[src/sv/wtm_pkg.sv]
// Package for the four-voice wavetable mixer: sizes, codes, states and the
// request and response structs of the loop remainder unit.
// Depends on nothing; every other file uses it by scoped names.
package wtm_pkg;

    localparam int VOICES           = 4;
    localparam int SAMPLE_ADDR_BITS = 16;
    localparam int FRAC_BITS        = 12;

    localparam int POS_W   = 28;
    localparam int RATE_W  = 24;
    localparam int VOL_W   = 6;
    localparam int BASE_W  = 16;
    localparam int LOOP_W  = 16;
    localparam int SAMP_W  = 8;
    localparam int IDX_W   = POS_W - FRAC_BITS;
    localparam int VIDX_W  = (VOICES > 1) ? $clog2(VOICES) : 1;
    localparam int EXT_W   = POS_W + LOOP_W + FRAC_BITS;
    localparam int DIFF_W  = SAMP_W + 1;
    localparam int PROD_W  = DIFF_W + FRAC_BITS + 1;
    localparam int ACC_W   = 20;
    localparam int MIX_W   = 16;
    localparam int CNT_W   = $clog2(IDX_W + 1);

    localparam logic signed [ACC_W-1:0] MIX_MAX = ACC_W'(32767);
    localparam logic signed [ACC_W-1:0] MIX_MIN = -ACC_W'(32767);

    localparam logic [1:0] OP_WRITE_SAMPLE = 2'd0;
    localparam logic [1:0] OP_WRITE_VOICE  = 2'd1;
    localparam logic [1:0] OP_MIX          = 2'd2;

    localparam logic [2:0] REG_BASE       = 3'd0;
    localparam logic [2:0] REG_POSITION   = 3'd1;
    localparam logic [2:0] REG_RATE       = 3'd2;
    localparam logic [2:0] REG_VOLUME     = 3'd3;
    localparam logic [2:0] REG_LOOP_BEGIN = 3'd4;
    localparam logic [2:0] REG_LOOP_END   = 3'd5;

    typedef enum logic [3:0] {
        S_IDLE,
        S_RD_A,
        S_RD_B,
        S_INTERP,
        S_SCALE,
        S_ACCUM,
        S_OUTPUT,
        S_ADVANCE,
        S_MOD_WAIT
    } state_t;

    typedef struct packed {
        logic              start;
        logic [IDX_W-1:0]  dividend;
        logic [LOOP_W-1:0] divisor;
    } mod_req_t;

    typedef struct packed {
        logic              busy;
        logic              done;
        logic [LOOP_W-1:0] rem;
    } mod_rsp_t;

endpackage

[src/sv/wtm_mod_unit.sv]
// Iterative remainder unit: reduces the whole-sample overshoot of a voice
// position modulo the loop length, one quotient bit per cycle.
// Depends on wtm_pkg.
module wtm_mod_unit (
    input  logic              clk,
    input  logic              rst_n,
    input  wtm_pkg::mod_req_t req,
    output wtm_pkg::mod_rsp_t rsp
);

    logic                             busy_reg;
    logic                             done_reg;
    logic [wtm_pkg::CNT_W-1:0]        cnt_reg;
    logic [wtm_pkg::IDX_W-1:0]        quo_reg;
    logic [wtm_pkg::LOOP_W-1:0]       rem_reg;
    logic [wtm_pkg::LOOP_W-1:0]       div_reg;
    logic [wtm_pkg::LOOP_W:0]         trial;
    logic [wtm_pkg::LOOP_W-1:0]       rem_next;

    assign trial = {rem_reg, quo_reg[wtm_pkg::IDX_W-1]};

    always_comb
    begin
        if (trial >= {1'b0, div_reg})
        begin
            rem_next = wtm_pkg::LOOP_W'(trial - {1'b0, div_reg});
        end
        else
        begin
            rem_next = trial[wtm_pkg::LOOP_W-1:0];
        end
    end

    always_ff @(posedge clk or negedge rst_n)
    begin
        if (!rst_n)
        begin
            busy_reg <= 1'b0;
            done_reg <= 1'b0;
            cnt_reg  <= '0;
        end
        else
        begin
            done_reg <= 1'b0;
            if (req.start)
            begin
                busy_reg <= 1'b1;
                cnt_reg  <= wtm_pkg::CNT_W'(wtm_pkg::IDX_W);
            end
            else if (busy_reg)
            begin
                cnt_reg <= cnt_reg - 1'b1;
                if (cnt_reg == wtm_pkg::CNT_W'(1))
                begin
                    busy_reg <= 1'b0;
                    done_reg <= 1'b1;
                end
            end
        end
    end

    always_ff @(posedge clk)
    begin
        if (req.start)
        begin
            quo_reg <= req.dividend;
            div_reg <= req.divisor;
            rem_reg <= '0;
        end
        else if (busy_reg)
        begin
            quo_reg <= {quo_reg[wtm_pkg::IDX_W-2:0], 1'b0};
            rem_reg <= rem_next;
        end
    end

    assign rsp.busy = busy_reg;
    assign rsp.done = done_reg;
    assign rsp.rem  = rem_reg;

endmodule

[config.mk]
export PLATFORM = sky130hd
export DESIGN_NAME = wtm_mod_unit
export DESIGN_NICKNAME = d
export VERILOG_FILES = /design/src/sv/wtm_pkg.sv /design/src/sv/wtm_mod_unit.sv
export SDC_FILE = /design/constraint.sdc
export NUM_CORES = 1
export LEC_CHECK = 0
export BUFFER_PORTS_ARGS = -buffer_cell sky130_fd_sc_hd__buf_2
export CAP_MARGIN = 10
export CORE_MARGIN = 2
export CORE_UTILIZATION = 30
export CTS_CLUSTER_DIAMETER = 30
export DETAILED_ROUTE_END_ITERATION = 10
export GPL_TIMING_DRIVEN = 0
export MAX_ROUTING_LAYER = met4
export PLACE_DENSITY = 0.46
export REMOVE_ABC_BUFFERS = 1
export SETUP_SLACK_MARGIN = 0.2
export SYNTH_ARGS = -nofsm -noshare
export SYNTH_HDL_FRONTEND = slang
export SYNTH_SLANG_ARGS = --single-unit
[constraint.sdc]
create_clock -name clk -period 2.7 [get_ports clk]
set_clock_uncertainty 0.05 [all_clocks]
set_input_delay 0.135 -clock clk [delete_from_list [all_inputs] [get_ports clk]]
set_output_delay 0.135 -clock clk [all_outputs]
set_load 0.02 [all_outputs]
## Word level (Yosys, flattened, before mapping)

Index checks and enable logic that the tools add are counted.

- Bits in registers: 55
- Bits of input ports: 35
- Output and inout bits: 18

- Add/sub/neg operators: 2
- $lt $le $gt $ge: 1
- Equality and inequality tests: 1
- Mux-type cells: 11
- Reduce and logical (&&, ||, !) cells: 1

Operator list:

| operator | number |
|---|---|
| 16-bit two-way mux | 3 |
| 17-bit by 16-bit >= comparator with 1-bit output | 1 |
| 16-bit subtractor | 1 |
| 5-bit two-way mux | 2 |
| 1-bit two-way mux | 6 |
| 5-bit by 1-bit equality test with 1-bit output, second input constant | 1 |
| 5-bit by 1-bit subtractor with 5-bit output, second input constant | 1 |
| 2-bit nonzero test | 1 |

## Logic depth before layout (Yosys ltp)

- Depth after elaboration: 4
- Gate-level depth with buffers: 10
- Mapped depth without buffers: 10

## Least setup slack after synthesis

No wires, ideal clock.

- Path kind: reg2reg
- Start point: register quo_reg[15] (netlist bit)
- End point: register rem_reg[14] (netlist bit)
- Data arrival time: 2.146 ns
- Required time: 2.581 ns
- Path slack: 0.435 ns
- Cell stages (with the launch flop): 11
- Path buffers: 0
- Period minus slack after synthesis: 2.265 ns
- Path through: edfxtp_1 > inv_1 > ha_1 > inv_1 > fa_1 > a21o_1 > a221oi_2 > o21bai_1 > a21o_1 > a211o_1 > o21ai_1

- Longest elaborated chain between the ends: 2
- Elaborated cells on any way between the ends: 3

RTL lines:

| what | RTL line | source |
|---|---|---|
| start: declaration | wtm_mod_unit.sv:14 | `logic [wtm_pkg::IDX_W-1:0] quo_reg;` |
| start signal: assignment | wtm_mod_unit.sv:66 | `quo_reg <= req.dividend;` |
| start signal: assignment | wtm_mod_unit.sv:72 | `quo_reg <= {quo_reg[wtm_pkg::IDX_W-2:0], 1'b0};` |
| 16-bit subtractor / 17-bit by 16-bit >= comparator with 1-bit output (equally long branches) | wtm_mod_unit.sv:26, wtm_mod_unit.sv:24 |  |
| 16-bit two-way mux * | wtm_mod_unit.sv:24 | `if (trial >= {1'b0, div_reg})` |
| end signal: assignment | wtm_mod_unit.sv:73 | `rem_reg <= rem_next;` |
| end: declaration | wtm_mod_unit.sv:15 | `logic [wtm_pkg::LOOP_W-1:0] rem_reg;` |

Every way passes the cells marked *; elsewhere a longest branch is shown, timed or not.
A chain may end at the register's enable or synchronous reset.

## Worst setup path in the final report

- Start point: register div_reg[10] (netlist bit)
- End point: register rem_reg[15] (netlist bit)

- Longest elaborated chain between the ends: 2
- Elaborated cells on any way between the ends: 3

RTL lines:

| what | RTL line | source |
|---|---|---|
| start: declaration | wtm_mod_unit.sv:16 | `logic [wtm_pkg::LOOP_W-1:0] div_reg;` |
| start signal: assignment | wtm_mod_unit.sv:67 | `div_reg <= req.divisor;` |
| 16-bit subtractor / 17-bit by 16-bit >= comparator with 1-bit output (equally long branches) | wtm_mod_unit.sv:26, wtm_mod_unit.sv:24 |  |
| 16-bit two-way mux * | wtm_mod_unit.sv:24 |  |

Marked as above.

==> reports/qor.json <==
{
  "yosys": {
    "synth-edff-count": 32,
    "synth_top_family_by_area": "compound AO/OA/AOI/OAI gates",
    "flip_flop_and_latch_count_after_synthesis": 55,
    "postSynth.asyncResetShare_pct": 12.7,
    "synth-compound-area-share_pct": 17.1,
    "sequential_cell_area_fraction_in_the_yosys_report_pct": 45.7,
    "synthesis.area_um2": 3190,
    "synthCells": 304,
    "synth_xor_xnor_area_share_pct": 3.30,
    "synth_adder_area_share_pct": 7.69,
    "postSynthAreaPerCell_um2": 10.5,
    "synth.area.top_cells": "sky130_fd_sc_hd__edfxtp_1 30%, sky130_fd_sc_hd__dfxtp_1 10%, sky130_fd_sc_hd__ha_1 7.1%",
    "post_synth_mux_area_share_pct": 7.49,
    "netlist.top_cell.by_area": "sky130_fd_sc_hd__edfxtp_1",
    "yosys.area_share.simple_pct": 13.7,
    "ys_dominant_reg_cell": "sky130_fd_sc_hd__edfxtp_1",
    "synth.top_cell.area_share_pct": 30.1,
    "synthesis.yosys.warnings": 0,
    "ys_types": 61
  },
  "power": {
    "total_leakage_power_nw": 1.66,
    "power.ir.vdd_worst_uv": 292,
    "cellPowerDensity_nw_per_um2": 873,
    "power.share.switching_pct": 41.4,
    "power_frac_clock_pct": 15.0,
    "combinationalPowerShare_pct": 49.5,
    "cell_int_power_w": 0.00201,
    "netSwitchingPower_w": 0.00142,
    "share_seq_of_total_power_pct": 35.5
  },
  "finish": {
    "mostFrequentLayoutCell": "sky130_fd_sc_hd__buf_2",
    "drive_above_1_share_pct": 29.0,
    "syn2layout_area_growth_pct": 23.2,
    "fillCellCount": 1043,
    "highest_count_cells_in_the_layout_ignoring_fill_and_taps": "52 x sky130_fd_sc_hd__buf_2, 32 x sky130_fd_sc_hd__edfxtp_1, 22 x sky130_fd_sc_hd__nor2_1",
    "final_net_count": 426,
    "n_antenna_cell": 0
  },
  "clocking": {
    "cts.root.buffer_cell": "sky130_fd_sc_hd__clkbuf_8",
    "htree_levels": 2,
    "tritoncts.num_buffers": 5,
    "cts_buffer_depth": 2,
    "count_of_clock_tree_sinks": 55,
    "source_to_sink_clock_delay_at_the_later_pin_of_the_worst_skew_pair_ns": 0.33,
    "clock_tree_from_tritoncts": "yes",
    "clk_transition_reported_paths_ns": 0.12
  },
  "timing": {
    "final_hold_viol_count": 0,
    "relSlewSlack_pct": 27.5,
    "setup_repair_after_global_routing_missed_its_margin": "yes",
    "setup-violations-final": 0,
    "finalMaxSlewViolations": 0,
    "period_share_pct": 87.1,
    "worst_margin_slew_ns": 1.09,
    "post-route-min-period_ns": 2.35,
    "final_critical_path_setup_slack_ns": 0.349,
    "setup_total_negative_slack_ns": 0,
    "fmax_ghz": 0.425
  },
  "setup_path": {
    "critPathMaxStageDelay_ns": 0.45,
    "critical_path_buf_inv_count": 1,
    "critical_path_cell_by_cell": "inv_1 -> ha_2 -> a21oi_2 -> o21ai_4 -> o2111ai_2 -> o21a_2 -> a32o_1 -> a31o_2",
    "end_kind": "flip-flop",
    "cell_with_the_largest_stage_delay_on_the_worst_path": "sky130_fd_sc_hd__ha_2",
    "setup.worst_path.class": "reg2reg",
    "worst-endpoint-required_ns": 2.89,
    "worst_path_arrival_time_ns": 2.54,
    "crit_family": "compound AO/OA/AOI/OAI gates",
    "path_max_fanout": 11,
    "crit_path_start_kind": "flip-flop"
  },
  "routing": {
    "ant_nets": 0,
    "via_per_inst": 4.93,
    "remaining_drc_errors": 0,
    "drtPass1Iterations": 4,
    "routed_wire_length_per_instance_um": 14.7,
    "dr_total_vias": 2508,
    "detailedRoute.firstIterationViolations": 74,
    "wirelength_mm": 7.47
  },
  "floorplanning": {
    "design.die.area_um2": 11500,
    "core_area_um2": 10300,
    "ioPinCount": 53,
    "fp-row-count": 37,
    "initial_utilization_pct": 30.9,
    "die_height_um": 107,
    "die-width_um": 107
  },
  "grt": {
    "grt_antenna_before_repair": 0,
    "grt_remaining_overflow": 0,
    "maximum_number_of_pins_on_one_net_before_global_route_repair": 51,
    "first_pass_grt_wire_length_mm": 12.1,
    "grt_pass1_vias": 2427,
    "groute.usage.overall_pct": 13.8
  },
  "job": {
    "cap_viol_max_count": 0
  },
  "run_status": {
    "outcome": "finished clean"
  },
  "placement": {
    "place.gp.congestion": 0.853,
    "post-place-ws_ns": 0.0362,
    "port_buf_inserts": 52,
    "dp_hpwl_mm": 5.15
  },
  "min_path": {
    "holdCritPathClass": "in2reg"
  }
}
timing repair:
action	in CTS	in global routing
cloned	0	0
setup endpoints to repair	14	30
endpoints found under the hold margin	23	0
gates resized for setup	2	12
pin swaps	4	10
buffers inserted	5	2
hold buffers	17	0
layer usage:
| layer | vias to the layer above | track usage (%) | share of wire (%) |
|---|---|---|---|
| li1 | 1260 | - | - |
| met1 | 1197 | 18.1 | 49 |
| met2 | 47 | 21.7 | 47 |
| met4 | 0 | 3.34 | 0.83 |
| met3 | 4 | 2.98 | 3.5 |
| met5 | - | - | 0 |
cells by family after synthesis:
kind of cell	Yosys count
mux	22
fa+ha+maj	19
flops	55
buf+inv	37
compound gates	72
simple gates	87
xor+xnor	12
worst register-to-register path: cells and delay by family (launching register included):
kind | cells | cell delay (ns)
AO/OA/AOI/OAI | 6 | 1.36
flip-flops | 1 | 0.35
buffers and inverters | 1 | 0.06
adder cells (fa/ha/maj) | 1 | 0.45
per-stage QoR:
stage / instance area (um2) / std cells / util [%] / power [W] / hold WS, ns
3_5_place_dp: 3540 / 477 / 34.3 / 0.00277 / -0.0650
5_1_grt: 3930 / 509 / 38.1 / 0.00371 / 0.0151
3_3_place_gp: 3540 / 477 / 34.3 / 0.00277 / -0.0687
6_report: 3930 / 509 / 38.1 / 0.00343 / 0.0339
2_1_floorplan: 3110 / 289 / - / 0.00237 / -0.211
4_1_cts: 3870 / 507 / 37.5 / 0.00340 / 0.0245
final cells by class:
class | count | area (um2) | area share, %
timing repair buffer | 76 | 495 | 12.6
multi-input combinational | 212 | 1620 | 41.3
sequential | 55 | 1460 | 37.1
clock inverter | 3 | 33.8 | 0.860
inverter | 22 | 82.6 | 2.10
clock buffer | 5 | 68.8 | 1.75
tap | 136 | 170 | 4.33
synth_stat cells, types with 7 or more instances:
cell type	instances
sky130_fd_sc_hd__nor2_1	23
sky130_fd_sc_hd__mux2_2	15
sky130_fd_sc_hd__a21oi_1	14
sky130_fd_sc_hd__inv_1	22
sky130_fd_sc_hd__dfxtp_1	16
sky130_fd_sc_hd__dfrtp_1	7
sky130_fd_sc_hd__mux2i_1	7
sky130_fd_sc_hd__nand2_1	20
sky130_fd_sc_hd__a211oi_1	9
sky130_fd_sc_hd__clkbuf_1	7
sky130_fd_sc_hd__edfxtp_1	32
sky130_fd_sc_hd__o21ai_0	9
sky130_fd_sc_hd__nor3_1	11
sky130_fd_sc_hd__ha_1	18
worst paths after layout:
check | from | to | slack [ns] | cells after the start
worst min register to register | rem_reg[11] | rem_reg[11] | 0.45 | 2
worst min-delay path | req[16] | quo_reg[0] | 0.03 | 2
max in group asynchronous | rst_n | cnt_reg[4] | 2.31 | 2
worst max register to register | div_reg[10] | rem_reg[15] | 0.35 | 8
min in group asynchronous | rst_n | cnt_reg[2] | 0.12 | 2
worst max-delay path | div_reg[10] | rem_reg[15] | 0.35 | 8
power groups by stage:
stage | Combinational (W) | Sequential, W | Clock [W]
2_1_floorplan | 0.00106 | 0.00130 | 0
3_3_place_gp | 0.00153 | 0.00124 | 0
3_5_place_dp | 0.00153 | 0.00124 | 0
4_1_cts | 0.00164 | 0.00122 | 0.000540
5_1_grt | 0.00188 | 0.00125 | 0.000582
6_report | 0.00170 | 0.00122 | 0.000514
No activity file was read; power rests on OpenSTA's default activity.
